### src/rtl/pose_transform_point_top_assert.svh
// ----------------------------------------------------------------------------
// pose_transform_point_top assertion macros
// Clocked assertion helpers used by the pose transform queue (ptp_queue).
// ----------------------------------------------------------------------------
`ifndef POSE_TRANSFORM_POINT_TOP_ASSERT_SVH
`define POSE_TRANSFORM_POINT_TOP_ASSERT_SVH

`ifndef ASSERT_OFF
`define ASSERT_CLK(label, prop) \
    label: assert property (@(posedge i_clk) disable iff (!i_rst_n) prop) \
        else $error("assertion failed");
`define ASSERT_NEVER(label, expr) \
    `ASSERT_CLK(label, !(expr))
`else
`define ASSERT_CLK(label, prop)
`define ASSERT_NEVER(label, expr)
`endif

`endif

### src/rtl/ptp_pkg.sv
// ----------------------------------------------------------------------------
// ptp_pkg
// Types, constants and fixed-point helpers of the pose transform block.
// ----------------------------------------------------------------------------
`default_nettype none

package ptp_pkg;

    localparam int COORD_W = 24;
    localparam int QUAT_W  = 16;
    localparam int QFRAC   = 14;
    localparam int WIDE_W  = 48;
    localparam int PROD_W  = QUAT_W + COORD_W;
    localparam int WT_W    = QUAT_W + COORD_W - QFRAC + 1;
    localparam int CFG_IDX_W  = 3;
    localparam int CFG_DATA_W = COORD_W;
    localparam int Q_DEPTH = 4;
    localparam int Q_AW    = $clog2(Q_DEPTH);
    localparam int Q_CNT_W = Q_AW + 1;

    typedef logic signed [COORD_W-1:0] t_coord;
    typedef logic signed [QUAT_W-1:0]  t_quat;
    typedef logic signed [WIDE_W-1:0]  t_wide;
    typedef logic signed [PROD_W-1:0]  t_prod;
    typedef logic signed [WT_W-1:0]    t_wt;

    localparam t_wide WIDE_MAX = t_wide'(2**(COORD_W-1) - 1);
    localparam t_wide WIDE_MIN = -WIDE_MAX - t_wide'(1);
    localparam t_wide RND_HALF = t_wide'(2**(QFRAC-1));
    localparam t_quat QUAT_ONE = t_quat'(2**QFRAC);

    typedef enum logic [CFG_IDX_W-1:0] {
        REG_QUAT_W,
        REG_QUAT_X,
        REG_QUAT_Y,
        REG_QUAT_Z,
        REG_OFFSET_X,
        REG_OFFSET_Y,
        REG_OFFSET_Z,
        REG_APPLY_ORDER
    } t_reg_idx;

    typedef enum logic {
        ORDER_ROT_FIRST,
        ORDER_TRANS_FIRST
    } t_order;

    typedef struct packed {
        t_coord point_x;
        t_coord point_y;
        t_coord point_z;
    } t_point;

    typedef struct packed {
        t_coord out_x;
        t_coord out_y;
        t_coord out_z;
    } t_result;

    typedef struct packed {
        t_quat  quat_w;
        t_quat  quat_x;
        t_quat  quat_y;
        t_quat  quat_z;
        t_coord offset_x;
        t_coord offset_y;
        t_coord offset_z;
        t_order apply_order;
    } t_pose;

    typedef struct packed {
        logic not_empty;
        logic almost_full;
    } t_q_stat;

    function automatic t_coord sat_coord(input t_wide x);
        t_coord y;
        if (x > WIDE_MAX) begin
            y = t_coord'(WIDE_MAX);
        end else if (x < WIDE_MIN) begin
            y = t_coord'(WIDE_MIN);
        end else begin
            y = t_coord'(x);
        end
        return y;
    endfunction

    // round half up, then drop the quaternion fraction
    function automatic t_wide rnd_q(input t_wide x);
        t_wide y;
        y = x + RND_HALF;
        return y >>> QFRAC;
    endfunction

endpackage

`default_nettype wire

### src/rtl/ptp_front.sv
// ----------------------------------------------------------------------------
// ptp_front
// Takes points in, applies the translation ahead of rotation when selected.
// ----------------------------------------------------------------------------
`default_nettype none

module ptp_front (
    input  wire              i_clk,
    input  wire              i_rst_n,
    input  wire              i_start,
    input  ptp_pkg::t_point  i_point,
    input  ptp_pkg::t_pose   i_pose,
    input  ptp_pkg::t_q_stat i_q_stat,
    output logic             o_push,
    output ptp_pkg::t_point  o_data
);
    import ptp_pkg::*;

    logic   r_valid;
    t_point r_vec;
    t_point n_vec;
    logic   w_accept;

    assign w_accept = i_start && !i_q_stat.almost_full;

    always_comb begin
        if (i_pose.apply_order == ORDER_TRANS_FIRST) begin
            n_vec.point_x = sat_coord(t_wide'(i_point.point_x) + t_wide'(i_pose.offset_x));
            n_vec.point_y = sat_coord(t_wide'(i_point.point_y) + t_wide'(i_pose.offset_y));
            n_vec.point_z = sat_coord(t_wide'(i_point.point_z) + t_wide'(i_pose.offset_z));
        end else begin
            n_vec = i_point;
        end
    end

    always_ff @(posedge i_clk) begin
        if (!i_rst_n) begin
            r_valid <= 1'b0;
        end else begin
            r_valid <= w_accept;
        end
        if (w_accept) begin
            r_vec <= n_vec;
        end
    end

    assign o_push = r_valid;
    assign o_data = r_vec;

endmodule

`default_nettype wire

### config.mk
export PLATFORM = sky130hd
export DESIGN_NAME = ptp_front
export DESIGN_NICKNAME = d
export VERILOG_FILES = /design/src/rtl/pose_transform_point_top_assert.svh /design/src/rtl/ptp_pkg.sv /design/src/rtl/ptp_front.sv
export SDC_FILE = /design/constraint.sdc
export NUM_CORES = 1
export LEC_CHECK = 0
export BUFFER_PORTS_ARGS = -buffer_cell sky130_fd_sc_hd__buf_4
export CAP_MARGIN = 40
export CORE_MARGIN = 4
export CORE_UTILIZATION = 54
export DETAILED_ROUTE_END_ITERATION = 6
export GPL_ROUTABILITY_DRIVEN = 0
export PLACE_DENSITY = 0.91
export SLEW_MARGIN = 10
export SYNTH_ARGS = -nofsm -noshare
export SYNTH_HDL_FRONTEND = slang
export SYNTH_SLANG_ARGS = --single-unit
### constraint.sdc
create_clock -name i_clk -period 6.15 [get_ports i_clk]
set_input_delay 0.3075 -clock i_clk [delete_from_list [all_inputs] [get_ports i_clk]]
set_output_delay 0.3075 -clock i_clk [all_outputs]
set_load 0.05 [all_outputs]
==> impl_metrics.ini <==
[timing]
fin_setup_tns_ns = 0
hold_viol = 0
worst_pin_slew_ns = 0.798
clock.fmax_mhz = 273
drv_slew = 0
finalCritPeriodShare = 0.595
maxSlewHeadroom = 0.465
setup_violations = 0
rsz0062_at_grt = false
finalCriticalPeriod_ns = 3.66
fin_ws_ns = 2.49

[floorplanning]
start_util = 0.551
num_rows = 41
die_w_microns = 121
core_area_sq_mm = 0.0126
die_h_microns = 121
num_io_pins = 287
die_area_sq_mm = 0.0148

[routing]
detail_route.iter0.violations = 631
wl_mm = 20.2
wl_per_cell_microns = 16.8
drcViolationCount = 0
via_per_inst = 5.84
via_count = 7032
antenna_left = 0
drt_pass1_iterations = 5

[finish]
n_antenna_cell = 0
final_common_cell = buf_4
final_cell_mix = buf_4 (223), a21oi_1 (96), nor2_1 (94)
drive_above_1_share = 0.258
nNetsFinal = 1317
area.growth.synth_to_final_pct = 31.4

[global_route]
grt_pass1_wl_mm = 32.0
antenna_found_initial = 0
overflow = 0
grt_usage = 0.267
grt_max_degree = 59
grt_pass1_vias = 6876

[clocking]
cts_made_buffers = 9
clock-sinks = 73
cts-resized-gates = 0
path_clk_slew_ns = 0.06
cts_tree = yes
post-cts-setup-buffers = 0
hold_buffers = 0
htree_num_levels = 3
clk_path_buf_depth = 2
cts-root-buf = clkbuf_16

[worst_setup_path]
start_kind = input pin
crit_chain = buf_4, ha_1, a211oi_1, nor2_1, o311ai_1, a41oi_1, nor3b_1, o22ai_1, nand2_1, nand2_1, o22ai_1
crit_buf_inv = 1
cpPeakStageDelay_ns = 0.61
slowest_stage = nand2_1
critPathArrivalTime_ns = 3.69
cp_top_family = compound AO/OA/AOI/OAI gates
cp.required_ns = 6.18
crit_path_end_kind = flop
critPathKind = in -> reg
worstPathMaxFanout = 20

[hold_path]
whs_endpoint = o_push
hp-class = in -> reg
min-delay-start = i_rst_n
whs_path_depth = 2

[logic_synthesis]
ys_warn_count = 0
synth-async-reset-ratio = 0
ys_top_cells_by_area = edfxtp_1 (31%), ha_1 (13%), a21oi_1 (6.9%), nor2_1 (5.1%), xnor2_1 (4.5%)
syn_nets = 1109
netlist_area_sq_mm = 0.00696
synthCells = 820
synth_top_area_share = 0.311
synth-edff-count = 72
syn_area_per_cell_sq_um = 8.48
synthDistinctLibCells = 67
yosys.area.top_type = edfxtp_1
synth.ff_latch_count = 73
yosysSeqAreaShare = 0.314
dominantRegCellSynth = edfxtp_1

[run_status]
status = finished, final reports clean

[placed_design]
portBuffers = 221
dpl_worst_slack_ns = 2.32
dp.final_hpwl_mm = 15.4

[power]
leakage_nw = 4.23
peakVddDrop_uv = 152
finalPower_mw = 2.22
power.density_mw_per_mm2 = 242

[flow_run]
drv_cap = 0
-- cells in the mapped netlist, types with 11 or more instances --
cell type	count
a21o_1	23
nor2_1	94
nor3_1	11
o22ai_1	46
a21oi_1	96
nand3_1	15
o21ai_0	42
nand2_1	57
edfxtp_1	72
ha_1	72
clkbuf_1	17
inv_1	72
xor2_1	20
xnor2_1	36
-- registers in the layout, summed over array words and instances (netlist names) --
signal and flops:
o_push 1, o_data 72
-- through the flow --
stage	hold WS [ns]	area, sq um	std cells	utilization
detailed placement	0.515	8780	1189	0.696
finish	0.172	9140	1205	0.724
CTS	0.159	9140	1205	0.724
floorplan	0.429	6960	820	-
global placement	0.509	8720	1186	0.691
global route	0.179	9140	1205	0.724
-- kinds of logic (layout without fill, tap and decap cells) --
logic type      after synthesis  in the layout  share of synthesized area
compound gates              288            288                      0.266
simple gates                220            220                      0.143
buf+inv                     101            314                     0.0579
fa+ha+maj                    77             77                      0.141
flops                        73             73                      0.314
xor+xnor                     56             56                     0.0705
mux                           5              5                    0.00773
-- where the power goes --
group	internal, mW	switching [mW]
combinational	0.369	0.569
clock	0.436	0.210
sequential	0.617	0.0151
-- layer usage --
layer | routed length (microns) | track usage | up-vias
met2 | 9970 | 0.455 | 296
li1 | - | - | 3446
met4 | 744 | 0.124 | 0
met5 | 0 | 0 | -
met3 | 1270 | 0.0392 | 58
met1 | 8210 | 0.333 | 3232
-- worst max path at each step --
stage / cells after the start / to / startpoint
2_1_floorplan: 1 / o_data[0] / i_q_stat[0]
3_3_place_gp: 11 / o_data[50] / i_point[60]
3_5_place_dp: 11 / o_data[50] / i_point[60]
4_1_cts: 11 / o_data[50] / i_point[55]
5_1_grt: 11 / o_data[50] / i_point[55]
6_report: 11 / o_data[50] / i_point[55]
-- area by class of cell --
cell class / count / area [sq um]
timing repair buffer: 226 / 1740
clock inverter: 6 / 130
tap: 172 / 215
sequential: 73 / 2180
multi-input combinational: 646 / 4380
clock buffer: 10 / 229
fill: 964 / 3480
inverter: 72 / 270
Power figures use the tool's default switching activity.
