File: config.mk
export PLATFORM = sky130hd
export DESIGN_NAME = ptp_queue
export DESIGN_NICKNAME = d
export VERILOG_FILES = /design/src/rtl/ptp_pkg.sv /design/src/rtl/ptp_queue.sv
export VERILOG_INCLUDE_DIRS = /design/src /design/src/rtl
export SDC_FILE = /design/constraint.sdc
export NUM_CORES = 1
export LEC_CHECK = 0
export ABC_CLOCK_PERIOD_IN_PS = 5150
export BUFFER_PORTS_ARGS = -buffer_cell sky130_fd_sc_hd__buf_2
export CAP_MARGIN = 20
export CORE_UTILIZATION = 43
export CTS_CLUSTER_SIZE = 24
export DETAILED_ROUTE_END_ITERATION = 10
export GPL_TIMING_DRIVEN = 0
export SYNTH_ARGS = -nofsm -noshare
export SYNTH_HDL_FRONTEND = slang
export SYNTH_SLANG_ARGS = --single-unit
File: constraint.sdc
create_clock -name i_clk -period 5.15 [get_ports i_clk]
set_clock_uncertainty 0.15 [all_clocks]
set_input_delay 0.7725 -clock i_clk [delete_from_list [all_inputs] [get_ports i_clk]]
set_output_delay 0.7725 -clock i_clk [all_outputs]
set_load 0.02 [all_outputs]
File: src/rtl/pose_transform_point_top_assert.svh
// ----------------------------------------------------------------------------
// pose_transform_point_top assertion macros
// Clocked assertion helpers used by the pose transform queue (ptp_queue).
// ----------------------------------------------------------------------------
`ifndef POSE_TRANSFORM_POINT_TOP_ASSERT_SVH
`define POSE_TRANSFORM_POINT_TOP_ASSERT_SVH

`ifndef ASSERT_OFF
`define ASSERT_CLK(label, prop) \
    label: assert property (@(posedge i_clk) disable iff (!i_rst_n) prop) \
        else $error("assertion failed");
`define ASSERT_NEVER(label, expr) \
    `ASSERT_CLK(label, !(expr))
`else
`define ASSERT_CLK(label, prop)
`define ASSERT_NEVER(label, expr)
`endif

`endif

File: src/rtl/ptp_pkg.sv
// ----------------------------------------------------------------------------
// ptp_pkg
// Types, constants and fixed-point helpers of the pose transform block.
// ----------------------------------------------------------------------------
`default_nettype none

package ptp_pkg;

    localparam int COORD_W = 24;
    localparam int QUAT_W  = 16;
    localparam int QFRAC   = 14;
    localparam int WIDE_W  = 48;
    localparam int PROD_W  = QUAT_W + COORD_W;
    localparam int WT_W    = QUAT_W + COORD_W - QFRAC + 1;
    localparam int CFG_IDX_W  = 3;
    localparam int CFG_DATA_W = COORD_W;
    localparam int Q_DEPTH = 4;
    localparam int Q_AW    = $clog2(Q_DEPTH);
    localparam int Q_CNT_W = Q_AW + 1;

    typedef logic signed [COORD_W-1:0] t_coord;
    typedef logic signed [QUAT_W-1:0]  t_quat;
    typedef logic signed [WIDE_W-1:0]  t_wide;
    typedef logic signed [PROD_W-1:0]  t_prod;
    typedef logic signed [WT_W-1:0]    t_wt;

    localparam t_wide WIDE_MAX = t_wide'(2**(COORD_W-1) - 1);
    localparam t_wide WIDE_MIN = -WIDE_MAX - t_wide'(1);
    localparam t_wide RND_HALF = t_wide'(2**(QFRAC-1));
    localparam t_quat QUAT_ONE = t_quat'(2**QFRAC);

    typedef enum logic [CFG_IDX_W-1:0] {
        REG_QUAT_W,
        REG_QUAT_X,
        REG_QUAT_Y,
        REG_QUAT_Z,
        REG_OFFSET_X,
        REG_OFFSET_Y,
        REG_OFFSET_Z,
        REG_APPLY_ORDER
    } t_reg_idx;

    typedef enum logic {
        ORDER_ROT_FIRST,
        ORDER_TRANS_FIRST
    } t_order;

    typedef struct packed {
        t_coord point_x;
        t_coord point_y;
        t_coord point_z;
    } t_point;

    typedef struct packed {
        t_coord out_x;
        t_coord out_y;
        t_coord out_z;
    } t_result;

    typedef struct packed {
        t_quat  quat_w;
        t_quat  quat_x;
        t_quat  quat_y;
        t_quat  quat_z;
        t_coord offset_x;
        t_coord offset_y;
        t_coord offset_z;
        t_order apply_order;
    } t_pose;

    typedef struct packed {
        logic not_empty;
        logic almost_full;
    } t_q_stat;

    function automatic t_coord sat_coord(input t_wide x);
        t_coord y;
        if (x > WIDE_MAX) begin
            y = t_coord'(WIDE_MAX);
        end else if (x < WIDE_MIN) begin
            y = t_coord'(WIDE_MIN);
        end else begin
            y = t_coord'(x);
        end
        return y;
    endfunction

    // round half up, then drop the quaternion fraction
    function automatic t_wide rnd_q(input t_wide x);
        t_wide y;
        y = x + RND_HALF;
        return y >>> QFRAC;
    endfunction

endpackage

`default_nettype wire

File: src/rtl/ptp_queue.sv
// ----------------------------------------------------------------------------
// ptp_queue
// Short FIFO between the front and the rotation pipeline.
// ----------------------------------------------------------------------------
`default_nettype none

`include "pose_transform_point_top_assert.svh"

module ptp_queue (
    input  wire              i_clk,
    input  wire              i_rst_n,
    input  wire              i_push,
    input  ptp_pkg::t_point  i_data,
    input  wire              i_pop,
    output ptp_pkg::t_point  o_data,
    output ptp_pkg::t_q_stat o_stat
);
    import ptp_pkg::*;

    t_point                r_mem [Q_DEPTH];
    logic [Q_AW-1:0]       r_wr;
    logic [Q_AW-1:0]       r_rd;
    logic [Q_CNT_W-1:0]    r_count;
    logic [Q_CNT_W-1:0]    n_count;

    always_comb begin
        n_count = r_count;
        if (i_push && !i_pop) begin
            n_count = r_count + Q_CNT_W'(1);
        end else if (!i_push && i_pop) begin
            n_count = r_count - Q_CNT_W'(1);
        end
    end

    always_ff @(posedge i_clk) begin
        if (!i_rst_n) begin
            r_wr    <= '0;
            r_rd    <= '0;
            r_count <= '0;
        end else begin
            if (i_push) begin
                r_wr <= r_wr + Q_AW'(1);
            end
            if (i_pop) begin
                r_rd <= r_rd + Q_AW'(1);
            end
            r_count <= n_count;
        end
        if (i_push) begin
            r_mem[r_wr] <= i_data;
        end
    end

    assign o_data             = r_mem[r_rd];
    assign o_stat.not_empty   = (r_count != '0);
    assign o_stat.almost_full = (r_count >= Q_CNT_W'(Q_DEPTH - 1));

    `ASSERT_NEVER(a_no_overflow, (r_count == Q_CNT_W'(Q_DEPTH)) && i_push && !i_pop)
    `ASSERT_NEVER(a_no_underflow, (r_count == '0) && i_pop)
    `ASSERT_CLK(a_count_track, $past(i_rst_n) |-> (r_count == $past(r_count) + Q_CNT_W'($past(i_push)) - Q_CNT_W'($past(i_pop))))

endmodule

`default_nettype wire

==> results of run 1 <==
layer usage:
metal  global-route usage (%)  up-vias  share of wire [%]
met3                     3.24       33                5.6
met5                        0        -                  0
li1                         -     2167                  -
met4                     4.85        0                1.9
met2                     26.0      125                 51
met1                     19.6     2547                 42
cell type report:
type	instances	area (µm²)
Antenna cell	2	5.00
Timing Repair Buffer	153	856
Tap cell	324	405
Clock inverter	10	92.6
Sequential cell	297	8830
Buffer	16	190
Clock buffer	46	832
Inverter	4	15.0
Multi-Input combinational cell	102	1890
Fill cell	1919	11500
where the power goes:
group / total [W] / switching [W] / internal, W
clock network: 0.00203 / 0.000827 / 0.00120
registers: 0.00280 / 0.0000278 / 0.00278
logic: 0.000610 / 0.000349 / 0.000261
total: 0.00544 / 0.00120 / 0.00424
worst reg2reg max path, cell delays in order, from the launching register on:
cell and delay (ns):
dfxtp_1 0.35, inv_1 0.10, ha_1 0.16, and2_4 0.52
buf_16 0.30
cell families (layout without fill, tap and decap cells):
logic type	count (synthesis)	in the layout
compound gates	3	3
xor+xnor	5	5
fa+ha+maj	6	6
buf+inv	20	229
flops	297	297
mux	74	74
other cells	0	2
simple gates	14	14
cell usage after synthesis, drive strengths merged:
master / count
dfxtp: 9
o21ai: 1
mux4: 72
buf: 15
inv: 4
xnor2: 2
and2: 9
or3: 2
nand2: 1
fa: 1
clkbuf: 1
a21o: 1
nor2b: 2
ha: 5
a21boi: 1
edfxtp: 288
xor2: 3
mux2i: 2
layout by cell type (no fill, tap or decap), drive strengths merged:
master	instances
xor2	3
ha	5
mux2i	2
buf	168
inv	4
or3	2
diode	2
bufinv	2
nor2b	2
mux4	72
and2	9
nand2	1
o21ai	1
fa	1
clkinv	8
a21o	1
xnor2	2
edfxtp	288
clkbuf	47
dfxtp	9
a21boi	1
sequential cells by signal, summed over array words and instances, names as in the netlist, named ones only:
signal and flops:
r_count 3, r_mem 288, r_rd 2, r_wr 2
per-stage QoR:
step	std cells	util (%)	total power, W	worst slack (ns)
2_1_floorplan	419	-	0.00325	2.10
5_1_grt	952	53.3	0.00563	1.80
4_1_cts	952	53.3	0.00551	1.86
3_3_place_gp	892	49.0	0.00346	0.554
6_report	954	53.3	0.00544	1.92
3_5_place_dp	896	49.5	0.00348	2.46
path summary, 6_finish.rpt:
check / start / end
max: register / o_data[14]
min: i_data[61] / r_mem[1][61]
max reg2reg: r_wr[1] / r_mem[1][21]
min reg2reg: r_count[2] / r_count[2]
==> results.toml, run 1 <==
[layout]
nets = 686
drive_gt1_share_pct = 44.1
syn_to_final_growth_pct = 20.2
final_area_um2 = 13100

[worst_setup_path]
path_class = "register to primary output"
path_buf_inv = 3
critPathTopFamily = "buffers and inverters"
slowest_stage = "clkbuf_1"
ff2ff_setup_slack_ns = 3.16
crit_top_cell = "buf_2"
critPathMaxStageDelay_ns = 0.49
start_kind = "register"
worstPathRequired_ns = 4.23
crit_arrival_ns = 2.31
r2r_cells = 4
cp_cell_sequence = "clkbuf_1 -> buf_2 -> mux4_2 -> buf_2"
cp_max_fo = 10
cp-end-kind = "primary output"
cp_num_cells = 4

[timing]
setup_tns_ns = 0
min_period_ns = 3.23
max_freq_mhz = 310
slew_violations = 0
setup_viol = 0
holdWs_ns = 0.294
hold_violations = 0
slew_headroom_pct = 57.5
max_slew.worst_pin.slew_ns = 0.637
rsz0062_at_grt = "no"
period_share_pct = 62.7

[clock_tree]
clock_tree.root_cell = "clkbuf_16"
cts_made_buffers = 30
path_clk_slew_ns = 0.07
cts_hold_buf = 0
cts_sinks = 297
cts_resized = 0
clk_path_buf_depth = 3
htreeDepth = 1
clock_latency_ns = 0.54
cts_tree = "built"
postCtsSetupBuffers = 0

[route]
postRouteAntennaNets = 0
routed_via_density = 5.11
vias = 4872
wl_um = 19400
wl_per_cell_um = 20.3
dr.pass1.iters = 4
detail_route.iter0.violations = 190
drcViolationCount = 0

[yosys]
ys_warn_count = 0
synth_top_cell_area_share_pct = 79.2
synth_xor_area_share_pct = 0.401
synth_area_leader_cell = "edfxtp_1"
synth_compound_gate_area_share_pct = 0.183
synth_area_leaders = "edfxtp_1 79%, mux4_2 14%, dfxtp_1 1.7%"
syn_area_um2 = 10900
yosysSeqAreaShare_pct = 80.9
syn_area_per_cell_um2 = 26.0
synth_top_family_by_area = "multiplexers"
synth-simple-area-share_pct = 0.780
synth.area.mux_share_pct = 15.1
syn_nets = 501
synth_fa_ha_area_share_pct = 0.757
synthCells = 419
ys_types = 21
ys_ff_latch = 297

[flow_run]
drv_cap = 0

[global_route]
grt_pass1_wl_um = 29900
grt_antenna_before_repair = 2
grt_max_degree = 47
grt_pass1_vias = 5418
gr-total-overflow = 0
grt_usage_pct = 15.3

[die]
fp.dieArea_um2 = 26000
row_count = 57
core_area_um2 = 24600
start_util_pct = 44.4
die_h_um = 161
dieWidth_um = 161
ios = 150

[placement]
dp_hpwl_um = 11600
io_buffers = 149
place_congestion = 0.707
place_area_um2 = 12200

[min_path]
holdCritPathClass = "input pin to register"
hold_depth = 1

[outcome]
outcome = "finished clean"

[power]
power_density_nw_per_um2 = 415
vdd_ir_drop_max_mv = 0.239
p_leak_nw = 4.45
(Power assumes the default switching activity.)
==> run 2: changes to the inputs <==
--- a/config.mk
+++ b/config.mk
@@ -6,7 +6,7 @@
 export SDC_FILE = /design/constraint.sdc
 export NUM_CORES = 1
 export LEC_CHECK = 0
-export ABC_CLOCK_PERIOD_IN_PS = 5150
+export ABC_CLOCK_PERIOD_IN_PS = 2700
 export BUFFER_PORTS_ARGS = -buffer_cell sky130_fd_sc_hd__buf_2
 export CAP_MARGIN = 20
 export CORE_UTILIZATION = 43
==> constraint.sdc (replaced) <==
create_clock -name i_clk -period 2.7 [get_ports i_clk]
set_clock_uncertainty 0.15 [all_clocks]
set_input_delay 0.405 -clock i_clk [delete_from_list [all_inputs] [get_ports i_clk]]
set_output_delay 0.405 -clock i_clk [all_outputs]
set_load 0.02 [all_outputs]
==> run 2 against run 1 <==
- die area unchanged
- hold slack got worse by 0.27 ns
- final cell count increased by 7.2%
- sequential cell count unchanged
- sequential power increased by 91%
- non-clock buffer count increased by 71
- critical path type unchanged
- highest routed layer unchanged
==> results.toml, run 2 (synthesis gave the netlist of run 1 again) <==
[timing]
slew_headroom_pct = 57.5
setup_viol = 0
period_share_pct = 94.2
max_slew.worst_pin.slew_ns = 0.637
setup_tns_ns = 0
rsz0062_at_grt = "no"
slew_violations = 0
setup_ws_ns = 0.157
hold_violations = 0
max_freq_mhz = 393
min_period_ns = 2.54

[route]
drcViolationCount = 0
detail_route.iter0.violations = 303
postRouteAntennaNets = 0
dr.pass1.iters = 4
routed_via_density = 5.05
vias = 5166
wl_per_cell_um = 19.0
wl_um = 19500

[global_route]
grt_pass1_vias = 5700
grt_antenna_before_repair = 0
grt_max_degree = 43
grt_pass1_wl_um = 30600
grt_usage_pct = 15.4
gr-total-overflow = 0

[die]
row_count = 57
ios = 150
core_area_um2 = 24600
dieWidth_um = 161
fp.dieArea_um2 = 26000
die_h_um = 161
start_util_pct = 44.4

[clock_tree]
cts_made_buffers = 30
clock_tree.root_cell = "clkbuf_16"
clk_path_buf_depth = 3
cts_sinks = 297
htreeDepth = 1
clock_latency_ns = 0.54
path_clk_slew_ns = 0.06
cts_tree = "built"

[layout]
num_antenna_cells = 0
num-fill-cells = 1852
multi_input_area_um2 = 1890
reg_top3 = "r_mem (288), r_count (3)"
final_common_cell = "edfxtp_1"
final_cell_mix = "288 x edfxtp_1, 156 x buf_2, 72 x dlygate4sd3_1, 70 x mux4_2, 31 x clkbuf_16"
nets = 757
top_register = "r_mem"
drive_gt1_share_pct = 41.8
regArea_um2 = 8830
largest_register_ffs = 288
syn_to_final_growth_pct = 28.0

[power]
vdd_ir_drop_max_mv = 0.553
p_leak_nw = 4.82
power_density_nw_per_um2 = 787

[worst_setup_path]
path_class = "register to primary output"
start_kind = "register"
cp-end-kind = "primary output"
worstPathRequired_ns = 2.14
crit_arrival_ns = 1.99
cp_max_fo = 10

[placement]
place_congestion = 0.698
place_ws_ns = 0.422
dp_hpwl_um = 11500
io_buffers = 149

[flow_run]
drv_cap = 0

[outcome]
outcome = "finished clean"

[min_path]
holdCritPathClass = "input pin to register"
[run 2: changes by cell type in the layout (fill, tap and decap cells not counted), sizes merged]
cell         delta
bufinv          +5
diode           -2
clkinv          +4
clkinvlp        +2
dlygate4sd3    +72
clkbuf         -12
[run 2: stage by stage]
stage          cell area (µm²)  hold slack [ns]  util (%)  std cells  total power (W)
3_3_place_gp             12100            0.335      49.1        892          0.00658
6_report                 14000           0.0199      56.8       1023           0.0110
4_1_cts                  14000          0.00104      56.8       1023           0.0111
2_1_floorplan            10900            0.322         -        419          0.00619
5_1_grt                  14000           0.0330      56.8       1023           0.0114
3_5_place_dp             12200            0.363      49.5        896          0.00663
[run 2: critical path, cell delays in order (launching register included)]
cell,delay (ns)
dfxtp_1,0.32
buf_6,0.22
buf_12,0.18
mux4_2,0.53
buf_2,0.18
[run 2: final timing paths]
check,start,endpoint,slack (ns),cells after the start
worst min register to register,r_count[2],r_count[2],0.38,2
worst max-delay path,register,o_data[19],0.16,4
worst min-delay path,i_rst_n,r_wr[0],0.02,2
worst max register to register,r_wr[1],r_mem[1][51],0.74,4
[run 2: final cells by class]
cell class	count	share of cell area (%)
buffer	15	1.33
multi-input combinational	102	13.5
timing repair buffer	225	11.2
inverter	4	0.107
tap	324	2.90
clock buffer	35	5.66
clock inverter	21	2.07
sequential	297	63.2
[run 2: report_power, final]
group          internal, W  switching [W]
registers          0.00529      0.0000578
logic             0.000562       0.000675
clock network      0.00276        0.00164
[run 2: layer usage]
metal / vias up / share of wire (%) / track usage [%]
met4: 0 / 2.6 / 5.19
met5: - / 0 / 0
met3: 39 / 5.1 / 3.31
met2: 150 / 51 / 26.9
li1: 2319 / - / -
met1: 2658 / 41 / 19.2
[run 2: timing repair]
item,4_1_cts,5_1_grt
resized for setup,1,0
endpoints found under the setup margin,70,0
hold endpoints to repair,288,0
setup buffers,0,0
hold buffers,72,0
==> run 3: changes to the inputs <==
--- a/config.mk
+++ b/config.mk
@@ -6,7 +6,7 @@
 export SDC_FILE = /design/constraint.sdc
 export NUM_CORES = 1
 export LEC_CHECK = 0
-export ABC_CLOCK_PERIOD_IN_PS = 2700
+export ABC_CLOCK_PERIOD_IN_PS = 3100
 export BUFFER_PORTS_ARGS = -buffer_cell sky130_fd_sc_hd__buf_2
 export CAP_MARGIN = 20
 export CORE_UTILIZATION = 43
==> constraint.sdc (replaced) <==
create_clock -name i_clk -period 3.1 [get_ports i_clk]
set_clock_uncertainty 0.15 [all_clocks]
set_input_delay 0.465 -clock i_clk [delete_from_list [all_inputs] [get_ports i_clk]]
set_output_delay 0.465 -clock i_clk [all_outputs]
set_load 0.02 [all_outputs]
==> run 3 against run 2 <==
- cell area down 0.97%
- critical path depth did not move
- power is 17% lower
- sequential power is 13% lower
- global-route usage is 0.087 points higher
- non-clock buffer count up 1
- register-to-register slack improved by 0.38 ns
- critical path type unchanged
- critical endpoint is now o_data[14]
- largest cell class unchanged
==> results.toml, run 3 (synthesis gave the netlist of run 1 again) <==
[outcome]
outcome = "finished clean"

[global_route]
grt_antenna_before_repair = 0
grt_pass1_wl_um = 30700
grt_max_degree = 47
grt_pass1_vias = 5694
grt_usage_pct = 15.5
gr-total-overflow = 0

[timing]
slew_violations = 0
max_slew.worst_pin.slew_ns = 0.619
min_period_ns = 2.90
rsz0062_at_grt = "no"
slew_headroom_pct = 58.7
hold_violations = 0
period_share_pct = 93.4
setup_viol = 0
max_freq_mhz = 345

[layout]
syn_to_final_growth_pct = 26.7
instances_no_fill = 1025
drive_gt1_share_pct = 39.6
final_area_um2 = 13800
final_cell_mix = "288 x edfxtp_1, 156 x buf_2, 72 x dlygate4sd3_1, 70 x mux4_2, 31 x clkbuf_16"
nets = 758
reg_top3 = "r_mem (288), r_count (3)"
top_register = "r_mem"
num-fill-cells = 1870
final_common_cell = "edfxtp_1"
largest_register_ffs = 288

[worst_setup_path]
slowest_stage = "clkbuf_1"
cp_max_fo = 10
start_kind = "register"
cp_cell_sequence = "clkbuf_1 -> buf_2 -> mux4_2 -> buf_2"
worstPathRequired_ns = 2.48
path_class = "register to primary output"
cp-end-kind = "primary output"
crit_arrival_ns = 2.28
critPathMaxStageDelay_ns = 0.48
crit_top_cell = "buf_2"

[die]
start_util_pct = 44.4
core_area_um2 = 24600
ios = 150
row_count = 57
fp.dieArea_um2 = 26000
dieWidth_um = 161
die_h_um = 161

[placement]
place_congestion = 0.707
io_buffers = 149
dp_hpwl_um = 11600
placed_cells = 896
place_area_um2 = 12200

[clock_tree]
cts_sinks = 297
cts_resized = 0
cts_tree = "built"
htreeDepth = 1
path_clk_slew_ns = 0.06
clk_path_buf_depth = 3
clock_tree.root_cell = "clkbuf_16"
cts_made_buffers = 30
clock_latency_ns = 0.54
postCtsSetupBuffers = 0

[power]
total_power_w = 0.00911
vdd_ir_drop_max_mv = 0.402
p_leak_nw = 4.75
power_density_nw_per_um2 = 659

[route]
wl_per_cell_um = 19.2
drcViolationCount = 0
postRouteAntennaNets = 0
detail_route.iter0.violations = 223
wl_um = 19700
routed_via_density = 5.00
vias = 5130
dr.pass1.iters = 4

[flow_run]
drv_cap = 0

[min_path]
holdCritPathClass = "input pin to register"
## run 3: where the power goes
part / leakage [nW] / switching [W] / internal (W)
clock: 0.445 / 0.00137 / 0.00200
sequential: 2.72 / 0.0000457 / 0.00461
combinational: 1.59 / 0.000593 / 0.000492
## run 3: critical path: cells and delay by family, from the launching register on
family | cells | cell delay (ns)
buffers and inverters | 3 | 1.06
flip-flops | 1 | 0.30
multiplexers | 1 | 0.37
## run 3: stage by stage
stage	utilization, %	TNS [ns]	hold slack [ns]	setup slack, ns
floorplan	-	0	0.322	0.287
global placement	49.0	-338.65	0.339	-1.19
detailed placement	49.5	0	0.364	0.718
CTS	56.2	0	0.0330	0.119
global route	56.2	0	0.0613	0.0633
finish	56.2	0	0.0635	0.203
## run 3: worst paths after layout
kind,startpoint,to,slack [ns],cells past startpoint
worst max-delay path,register,o_data[14],0.20,4
worst min-delay path,i_rst_n,r_wr[0],0.06,2
worst max register to register,r_wr[1],r_mem[1][24],1.12,4
worst min register to register,r_count[2],r_count[2],0.37,2
## run 3: timing repair
item / 4_1_cts / 5_1_grt
endpoints found under the hold margin: 288 / 0
hold buffers: 72 / 0
setup endpoints to repair: 0 / 0
## run 3: cell type report
type                            count  area [µm²]  area share [%]
Tap cell                          324         405            2.93
Inverter                            4        15.0           0.109
Buffer                             16         190            1.37
Sequential cell                   297        8830            63.8
Antenna cell                        1        2.50          0.0181
Timing Repair Buffer              225        1580            11.4
Multi-Input combinational cell    102        1890            13.7
Clock inverter                     10        92.6           0.669
Clock buffer                       46         832            6.01
## run 3: per-layer routing
metal	global-route usage, %	wire length (µm)	up-vias
met3	3.03	981	28
met5	0	0	-
met2	26.6	10000	130
met1	20.2	8300	2664
met4	4.72	347	0
li1	-	-	2308
